## src/rtl/psc_pkg.sv

```systemverilog
// Shared types and constants for the pressure compensation datapath.
`default_nettype none

package psc_pkg;

    localparam int ADC_W     = 10;
    localparam int WORD_W    = 16;
    localparam int FRAC_BITS = 22;
    localparam int SUM_W     = 40;
    localparam int Q4_W      = 14;
    localparam int KPA_W     = 11;
    localparam int SCL_W     = 21;

    localparam int A0_SHIFT = FRAC_BITS - 3;
    localparam int B1_SHIFT = FRAC_BITS - 13;
    localparam int B2_SHIFT = FRAC_BITS - 14;

    localparam int PCOMP_MAX = 1023;
    localparam int KPA_LOW   = 50;
    localparam int KPA_HIGH  = 115;

    localparam logic [SUM_W-1:0] PCOMP_TOP = SUM_W'(PCOMP_MAX) << FRAC_BITS;
    localparam logic [Q4_W-1:0]  Q4_MAX    = Q4_W'(PCOMP_MAX << 4);
    localparam logic [KPA_W-1:0] KPA_BASE  = KPA_W'(KPA_LOW * 16);
    localparam logic [KPA_W-1:0] KPA_TOP   = KPA_W'(KPA_HIGH * 16);
    localparam logic [SCL_W-1:0] KPA_SPAN  = SCL_W'(KPA_HIGH - KPA_LOW);
    localparam logic [SCL_W-1:0] ROUND_ADD = SCL_W'(PCOMP_MAX / 2);

    typedef enum logic [1:0] {
        REG_A0  = 2'd0,
        REG_B1  = 2'd1,
        REG_B2  = 2'd2,
        REG_C12 = 2'd3
    } t_reg_idx;

    typedef struct packed {
        logic signed [WORD_W-1:0] a0;
        logic signed [WORD_W-1:0] b1;
        logic signed [WORD_W-1:0] b2;
        logic signed [WORD_W-1:0] c12;
    } t_coefs;

    typedef struct packed {
        logic [WORD_W-1:0] pressure_word;
        logic [WORD_W-1:0] temperature_word;
    } t_in_req;

    typedef struct packed {
        logic [KPA_W-1:0] pressure_sixteenths_kpa;
        logic [Q4_W-1:0]  pcomp_q4;
        logic             clamped;
    } t_out_req;

    typedef struct packed {
        logic [Q4_W-1:0] pcomp_q4;
        logic            clamped;
    } t_poly_res;

endpackage

`default_nettype wire

```

## src/rtl/psc_cfg.sv

```systemverilog
// Calibration coefficient register file.
`default_nettype none

module psc_cfg
    import psc_pkg::*;
(
    input  wire logic              i_clk,
    input  wire logic              i_rst_n,
    input  wire logic              i_cfg_valid,
    output logic                   o_cfg_ready,
    input  wire t_reg_idx          i_cfg_index,
    input  wire logic [WORD_W-1:0] i_cfg_data,
    output t_coefs                 o_coefs
);

    t_coefs r_coefs;

    assign o_cfg_ready = 1'b1;
    assign o_coefs     = r_coefs;

    always_ff @(posedge i_clk) begin
        if (!i_rst_n) begin
            r_coefs <= '0;
        end else if (i_cfg_valid) begin
            unique case (i_cfg_index)
                REG_A0:  r_coefs.a0  <= i_cfg_data;
                REG_B1:  r_coefs.b1  <= i_cfg_data;
                REG_B2:  r_coefs.b2  <= i_cfg_data;
                REG_C12: r_coefs.c12 <= i_cfg_data;
                default: r_coefs     <= r_coefs;
            endcase
        end
    end

endmodule

`default_nettype wire

```

## src/rtl/psc_poly.sv

```systemverilog
// Polynomial stages: products, partial sum, final sum with clamp.
`default_nettype none

module psc_poly
    import psc_pkg::*;
(
    input  wire logic    i_clk,
    input  wire logic    i_rst_n,
    input  wire t_coefs  i_coefs,
    input  wire logic    i_valid,
    output logic         o_ready,
    input  wire t_in_req i_data,
    output logic         o_valid,
    input  wire logic    i_ready,
    output t_poly_res    o_data
);

    localparam int PA_W  = ADC_W + 1;
    localparam int MB_W  = WORD_W + PA_W;
    localparam int C12_W = WORD_W - 2;
    localparam int MC_W  = C12_W + PA_W;
    localparam int M4_W  = MC_W + ADC_W;

    // stage 1: single products
    logic                   r_v1;
    logic [ADC_W-1:0]       r_padc1;
    logic signed [MB_W-1:0] r_mb1;
    logic signed [MB_W-1:0] r_mb2;
    logic signed [MC_W-1:0] r_mc;
    // stage 2: cross product and partial sum
    logic                    r_v2;
    logic signed [M4_W-1:0]  r_m4;
    logic signed [SUM_W-1:0] r_part;
    // stage 3: result
    logic      r_v3;
    t_poly_res r_res;

    logic rdy1, rdy2, rdy3;

    logic signed [PA_W-1:0]  padc_s;
    logic signed [PA_W-1:0]  tadc_s;
    logic signed [PA_W-1:0]  padc1_s;
    logic signed [C12_W-1:0] c12;
    logic signed [SUM_W-1:0] sum;
    t_poly_res               n_res;

    assign rdy3    = !r_v3 || i_ready;
    assign rdy2    = !r_v2 || rdy3;
    assign rdy1    = !r_v1 || rdy2;
    assign o_ready = rdy1;
    assign o_valid = r_v3;
    assign o_data  = r_res;

    always_comb begin
        padc_s  = signed'({1'b0, i_data.pressure_word[WORD_W-1 -: ADC_W]});
        tadc_s  = signed'({1'b0, i_data.temperature_word[WORD_W-1 -: ADC_W]});
        padc1_s = signed'({1'b0, r_padc1});
        c12     = i_coefs.c12[WORD_W-1:2];
    end

    always_comb begin
        sum = r_part + SUM_W'(r_m4);
        if (sum < 0) begin
            n_res.pcomp_q4 = '0;
            n_res.clamped  = 1'b1;
        end else if (sum > signed'(PCOMP_TOP)) begin
            n_res.pcomp_q4 = Q4_MAX;
            n_res.clamped  = 1'b1;
        end else begin
            n_res.pcomp_q4 = sum[FRAC_BITS-4 +: Q4_W];
            n_res.clamped  = 1'b0;
        end
    end

    always_ff @(posedge i_clk) begin
        if (!i_rst_n) begin
            r_v1 <= 1'b0;
            r_v2 <= 1'b0;
            r_v3 <= 1'b0;
        end else begin
            if (rdy1) r_v1 <= i_valid;
            if (rdy2) r_v2 <= r_v1;
            if (rdy3) r_v3 <= r_v2;
        end
    end

    always_ff @(posedge i_clk) begin
        if (rdy1) begin
            r_padc1 <= i_data.pressure_word[WORD_W-1 -: ADC_W];
            r_mb1   <= MB_W'(i_coefs.b1) * MB_W'(padc_s);
            r_mb2   <= MB_W'(i_coefs.b2) * MB_W'(tadc_s);
            r_mc    <= MC_W'(c12) * MC_W'(tadc_s);
        end
        if (rdy2) begin
            r_m4   <= M4_W'(r_mc) * M4_W'(padc1_s);
            r_part <= (SUM_W'(i_coefs.a0) <<< A0_SHIFT)
                    + (SUM_W'(r_mb1) <<< B1_SHIFT)
                    + (SUM_W'(r_mb2) <<< B2_SHIFT);
        end
        if (rdy3) begin
            r_res <= n_res;
        end
    end

    a_clamp_extreme: assert property (@(posedge i_clk) disable iff (!i_rst_n)
        r_v3 && r_res.clamped |-> (r_res.pcomp_q4 == '0 || r_res.pcomp_q4 == Q4_MAX))
        else $error("clamped result not at a range limit");

    a_stall_hold: assert property (@(posedge i_clk) disable iff (!i_rst_n)
        r_v3 && !i_ready |=> r_v3 && $stable(r_res))
        else $error("stage 3 result lost during stall");

endmodule

`default_nettype wire

```

## src/rtl/psc_scale.sv

```systemverilog
// Scaling stages: map the clamped count onto 50..115 kPa in 1/16 kPa.
`default_nettype none

module psc_scale
    import psc_pkg::*;
(
    input  wire logic      i_clk,
    input  wire logic      i_rst_n,
    input  wire logic      i_valid,
    output logic           o_ready,
    input  wire t_poly_res i_data,
    output logic           o_valid,
    input  wire logic      i_ready,
    output t_out_req       o_data
);

    localparam int QH_W = SCL_W - 10;

    logic             r_v4;
    logic [SCL_W-1:0] r_x;
    t_poly_res        r_res4;
    logic             r_v5;
    t_out_req         r_out;

    logic rdy4, rdy5;

    logic [SCL_W-1:0] n_x;
    logic [QH_W-1:0]  q0;
    logic [QH_W:0]    rem;
    logic [1:0]       rem_hi;
    logic [10:0]      rem_fix;
    logic [QH_W-1:0]  quot;

    assign rdy5    = !r_v5 || i_ready;
    assign rdy4    = !r_v4 || rdy5;
    assign o_ready = rdy4;
    assign o_valid = r_v5;
    assign o_data  = r_out;

    // q4 * span + half divisor, span being 65
    assign n_x = (SCL_W'(i_data.pcomp_q4) * KPA_SPAN) + ROUND_ADD;

    // divide by 1023: 1024 q0 = 1023 q0 + q0, fold the carry back once more
    always_comb begin
        q0      = r_x[SCL_W-1:10];
        rem     = {2'b00, r_x[9:0]} + (QH_W+1)'(q0);
        rem_hi  = rem[11:10];
        rem_fix = {1'b0, rem[9:0]} + 11'(rem_hi);
        quot    = q0 + QH_W'(rem_hi) + QH_W'(rem_fix >= 11'(PCOMP_MAX));
    end

    always_ff @(posedge i_clk) begin
        if (!i_rst_n) begin
            r_v4 <= 1'b0;
            r_v5 <= 1'b0;
        end else begin
            if (rdy4) r_v4 <= i_valid;
            if (rdy5) r_v5 <= r_v4;
        end
    end

    always_ff @(posedge i_clk) begin
        if (rdy4) begin
            r_x    <= n_x;
            r_res4 <= i_data;
        end
        if (rdy5) begin
            r_out.pressure_sixteenths_kpa <= KPA_BASE + KPA_W'(quot);
            r_out.pcomp_q4                <= r_res4.pcomp_q4;
            r_out.clamped                 <= r_res4.clamped;
        end
    end

    a_kpa_range: assert property (@(posedge i_clk) disable iff (!i_rst_n)
        r_v5 |-> (r_out.pressure_sixteenths_kpa >= KPA_BASE
               && r_out.pressure_sixteenths_kpa <= KPA_TOP))
        else $error("scaled pressure out of range");

    a_kpa_low: assert property (@(posedge i_clk) disable iff (!i_rst_n)
        r_v5 && r_out.pcomp_q4 == '0 |-> r_out.pressure_sixteenths_kpa == KPA_BASE)
        else $error("zero count not at low end");

    a_kpa_high: assert property (@(posedge i_clk) disable iff (!i_rst_n)
        r_v5 && r_out.pcomp_q4 == Q4_MAX |-> r_out.pressure_sixteenths_kpa == KPA_TOP)
        else $error("full count not at high end");

endmodule

`default_nettype wire

```

## src/rtl/pressure_sensor_compensation_top.sv

```systemverilog
// Barometric pressure compensation: top level.
//
// Input channel (i_in_valid / o_in_ready / i_in_data): one request carries a
// raw pressure word and a raw temperature word; the ADC counts sit in bits
// 15..6 of each. Output channel (o_out_valid / i_out_ready / o_out_data):
// compensated pressure in 1/16 kPa, the clamped count with 4 fraction bits and
// the clamp flag. Coefficients a0, b1, b2, c12 are written on the cfg channel
// (index 0..3), which is always ready; write them only while the block is idle.
//
// Five register stages: three products, cross product and partial sum, final
// sum and clamp, scale multiply, divide by 1023 into the output register.
// One request is taken every cycle while the receiver keeps up. The throughput
// limit is the output register: each stage advances when it is empty or the
// next one advances, so bubbles collapse. When the receiver stalls, the
// output holds and the pipe fills; after five requests o_in_ready drops until
// the receiver takes one. Reset clears the valid bits and all coefficients to
// zero.
`default_nettype none

module pressure_sensor_compensation_top
    import psc_pkg::*;
(
    input  wire logic              i_clk,
    input  wire logic              i_rst_n,
    input  wire logic              i_in_valid,
    output logic                   o_in_ready,
    input  wire t_in_req           i_in_data,
    output logic                   o_out_valid,
    input  wire logic              i_out_ready,
    output t_out_req               o_out_data,
    input  wire logic              i_cfg_valid,
    output logic                   o_cfg_ready,
    input  wire t_reg_idx          i_cfg_index,
    input  wire logic [WORD_W-1:0] i_cfg_data
);

    t_coefs    coefs;
    logic      poly_valid;
    logic      poly_ready;
    t_poly_res poly_data;

    psc_cfg u_cfg (
        .i_clk       (i_clk),
        .i_rst_n     (i_rst_n),
        .i_cfg_valid (i_cfg_valid),
        .o_cfg_ready (o_cfg_ready),
        .i_cfg_index (i_cfg_index),
        .i_cfg_data  (i_cfg_data),
        .o_coefs     (coefs)
    );

    psc_poly u_poly (
        .i_clk   (i_clk),
        .i_rst_n (i_rst_n),
        .i_coefs (coefs),
        .i_valid (i_in_valid),
        .o_ready (o_in_ready),
        .i_data  (i_in_data),
        .o_valid (poly_valid),
        .i_ready (poly_ready),
        .o_data  (poly_data)
    );

    psc_scale u_scale (
        .i_clk   (i_clk),
        .i_rst_n (i_rst_n),
        .i_valid (poly_valid),
        .o_ready (poly_ready),
        .i_data  (poly_data),
        .o_valid (o_out_valid),
        .i_ready (i_out_ready),
        .o_data  (o_out_data)
    );

endmodule

`default_nettype wire

```

## config.mk

```make
export PLATFORM = sky130hd
export DESIGN_NAME = pressure_sensor_compensation_top
export DESIGN_NICKNAME = d
export VERILOG_FILES = /design/src/rtl/psc_pkg.sv /design/src/rtl/psc_cfg.sv /design/src/rtl/psc_poly.sv /design/src/rtl/psc_scale.sv /design/src/rtl/pressure_sensor_compensation_top.sv
export SDC_FILE = /design/constraint.sdc
export NUM_CORES = 2
export LEC_CHECK = 0
export BUFFER_PORTS_ARGS = -buffer_cell sky130_fd_sc_hd__buf_2
export CAP_MARGIN = 20
export CORE_MARGIN = 8
export CORE_UTILIZATION = 67
export CTS_BUF_LIST = sky130_fd_sc_hd__clkbuf_8
export DETAILED_ROUTE_END_ITERATION = 10
export PLACE_DENSITY_LB_ADDON = 0.08
export RECOVER_POWER = 50
export REMOVE_ABC_BUFFERS = 1
export SYNTH_ARGS = -nofsm -noshare
export SYNTH_HDL_FRONTEND = slang
export SYNTH_SLANG_ARGS = --single-unit
```

## constraint.sdc

```tcl
create_clock -name i_clk -period 7.5 [get_ports i_clk]
set_input_delay 1.5 -clock i_clk [delete_from_list [all_inputs] [get_ports i_clk]]
set_output_delay 1.5 -clock i_clk [all_outputs]
set_load 0.02 [all_outputs]
```

==> results.yml <==
status:
  status: "finished with violations"
  violations: "max-capacitance violations, max-slew violations"
timing:
  tightest_slew_ns: 3.414
  slew_viol_final: 183
  fin_skew_ns: 0.04652
  slew_headroom_pct: -127.6
  setup_viol: 0
  rsz0062_at_grt: "false"
  final.setup.tns_ns: 0
  fin_crit_sh_pct: 90.42
  final-hold-violation-count: 0
  fin_crit_ns: 6.781
  fmax_mhz: 147.5
  hold_ws_ns: 0.4123
layout:
  area_growth_syn_to_layout_pct: 5.470
  nNetsFinal: 5223
  drive_above_1_share_pct: 4.924
  final_common_cell: "inv_1"
  seq_area_mm2: 0.008278
  multi_input_area_mm2: 0.02918
  mostFrequentLayoutCells: "inv_1, fa_1, nand2_1, and2_1, ha_1"
  fillCellCount: 4636
run:
  drv_cap: 4
synth:
  synth_ff_type: "edfxtp_1"
  async_reset_ff_share_pct: 0
  yosys_warnings: 0
  ys_types: 77
  synth_top_cell_by_area: "fa_1"
  ys_ff_latch: 298
  synth_top_area_share_pct: 32.45
  synth_area_per_cell_um2: 9.844
  synth_cells: 4136
  ys_seq_area_share_pct: 20.33
  syn_area_mm2: 0.04071
  synth-edff-count: 231
  synth.area.top_cells: "fa_1, edfxtp_1, ha_1"
route:
  dr.pass1.iters: 6
  via_per_inst: 5.677
  vias: 28210
  drc: 0
  antenna_violating_nets_post_route: 0
  drt-wirelength-per-cell_um: 17.86
  drtIter0Drc: 1503
  routed_wl_um: 88740
worst_setup_path:
  cp.required_ns: 7.89
  worstSetupStartpointType: "input pin"
  cp-end-kind: "register"
  worstPathArrival_ns: 7.18
  crit_type: "input pin to register"
  cp_max_fo: 17
power_and_ir_drop:
  ir_worst_vdd_mv: 0.3723
  power_density_mw_per_mm2: 322.3
  p_int_uw: 7409
  clkPwrFrac_pct: 12.4
  p_sw_uw: 6431
  p_sw_share_pct: 46.47
  pwr-share-comb_pct: 65.7
  p_seq_share_pct: 21.9
  p_leak_uw: 0.01946
cts:
  cts_resized: 0
  htreeDepth: 2
  cts_made_buffers: 55
  hold_buffers: 0
  cts_tree: "done"
  clk_pin_slew_ns: 0.06
  root_buffer: "clkbuf_8"
  clock_path_buffers: 3
  post-cts-setup-buffer-count: 0
  clock_latency_ns: 0.68
  cts_num_sinks: 298
die:
  io_pins: 84
  core.rowCount: 90
  initial_core_util_pct: 67.58
  die-area_mm2: 0.06891
  dieWidth_um: 262.5
  die_h_um: 262.5
  core-area_mm2: 0.06025
hold_path:
  worstHoldPathType: "register to register"
placed_design:
  numPortBuffers: 70
  post-dp-hpwl_um: 71690
  gp_congestion: 0.9111
global_routing:
  top_usage_layer: "met2"
  use_met2_pct: 47.26
  grt-ovfl-total: 0
  antenna_found_initial: 4
  grt_pass1_wl_um: 150600
  grt_max_degree: 68
  grt_pass1_vias: 30600
  met3_usage_pct: 4.266
  use_met1_pct: 33.12
  grt_use_total_pct: 26.76
==> metrics by stage <==
stage	area [µm²]	cells	worst slack, ns	total power, µW	utilization (%)
floorplan	40090	3971	1.142	9902	-
global placement	41730	4862	0.3080	11940	69.26
detailed placement	41730	4862	0.2578	12090	69.26
CTS	42930	4964	0.9213	13910	71.26
global route	42940	4967	0.3645	15230	71.27
finish	42940	4968	0.7187	13840	71.28
==> synthesized netlist by cell type (4+ instances only) <==
| cell | count |
|---|---|
| nand3b_1 | 4 |
| o211ai_1 | 19 |
| ha_1 | 369 |
| a31o_2 | 4 |
| nor2_1 | 80 |
| and2_1 | 417 |
| xnor2_1 | 129 |
| nand3_1 | 38 |
| and4_1 | 4 |
| xor2_1 | 53 |
| nor2b_1 | 19 |
| a21o_1 | 51 |
| a2111o_1 | 4 |
| o21bai_1 | 26 |
| inv_1 | 705 |
| fa_1 | 660 |
| nand2_1 | 515 |
| a21oi_1 | 140 |
| o2111ai_1 | 9 |
| clkbuf_1 | 160 |
| and3_1 | 26 |
| dfxtp_1 | 67 |
| a211oi_1 | 16 |
| o31ai_1 | 8 |
| nand2b_1 | 14 |
| a21boi_0 | 65 |
| o31a_1 | 5 |
| o21a_1 | 34 |
| nor3_1 | 46 |
| a2111oi_0 | 8 |
| a211o_1 | 8 |
| or3_1 | 12 |
| edfxtp_1 | 231 |
| nand4_1 | 18 |
| o41ai_1 | 4 |
| a31oi_1 | 17 |
| a41oi_1 | 7 |
| nor4_1 | 10 |
| o21ai_0 | 69 |
| or2_2 | 10 |
==> state kept, by name, summed over array words and instances (netlist names), 10 cells and up <==
name	cells
u_poly.r_mc	25
u_scale.r_x	21
u_scale.o_data	26
u_poly.r_part	30
u_cfg.o_coefs	62
u_poly.o_data	15
u_poly.r_padc1	10
u_scale.r_res4	15
u_poly.r_m4	35
u_poly.r_mb1	27
u_poly.r_mb2	27
==> power by group through the flow <==
stage / Clock, µW / Sequential [µW] / Combinational [µW]
after floorplan: 0 / 2940 / 6960
after global placement: 0 / 3050 / 8890
after detailed placement: 0 / 3060 / 9030
after CTS: 1750 / 3030 / 9120
after global routing: 1820 / 3080 / 10300
final: 1710 / 3030 / 9100
==> cells by family (layout without fill, tap and decap cells) <==
logic type,after synthesis,after routing,share of synthesized area (%)
and+or+nand+nor,1222,1222,14.96
adders and majority gates,1029,1029,43.79
buffers and inverters,870,918,8.039
AOI/OAI and AO/OA,529,529,8.826
DFF,298,298,20.33
xor gates and xnor gates,182,182,3.915
muxes,5,5,0.1291
other,1,3,0.009211
==> area by class of cell <==
| cell class | count | area share [%] |
|---|---|---|
| Timing Repair Buffer | 111 | 1.509 |
| Clock buffer | 59 | 1.891 |
| Tap cell | 782 | 2.279 |
| Inverter | 705 | 6.163 |
| Multi-Input combinational cell | 2968 | 67.96 |
| Antenna cell | 2 | 0.01166 |
| Clock inverter | 43 | 0.9091 |
| Sequential cell | 298 | 19.28 |
==> worst max-delay path, stage by stage <==
cell	delay, ns
clkbuf_1	0.76
and2_1	0.25
fa_1	0.44
fa_1	0.55
inv_1	0.05
fa_1	0.50
fa_1	0.42
fa_1	0.49
inv_1	0.04
ha_1	0.33
and2_1	0.18
o21ai_0	0.20
nor4b_1	0.25
a21oi_1	0.17
o221a_2	0.30
a41o_1	0.27
o41ai_1	0.37
xnor2_1	0.11
==> final timing paths <==
| path | to | cells after the start | from | slack (ns) |
|---|---|---|---|---|
| min reg2reg | u_poly.r_part[8]$_DFFE_PP_ | 0 | u_poly.r_mb2[0]$_DFFE_PP_ | 0.41 |
| min | u_poly.r_part[8]$_DFFE_PP_ | 0 | u_poly.r_mb2[0]$_DFFE_PP_ | 0.41 |
| max | u_poly.r_mb1[25]$_DFFE_PP_ | 18 | i_in_data[29] | 0.72 |
| max reg2reg | u_poly.r_m4[34]$_DFFE_PP_ | 18 | u_poly.r_padc1[2]$_DFFE_PP_ | 0.94 |
==> routing by layer <==
layer | wire, µm | part of all wire [%]
met1 | 36200 | 41
met2 | 44520 | 50
met3 | 4828 | 5.4
met4 | 3175 | 3.6
met5 | 16 | 0.018
No activity file was read; power rests on OpenSTA's default activity.
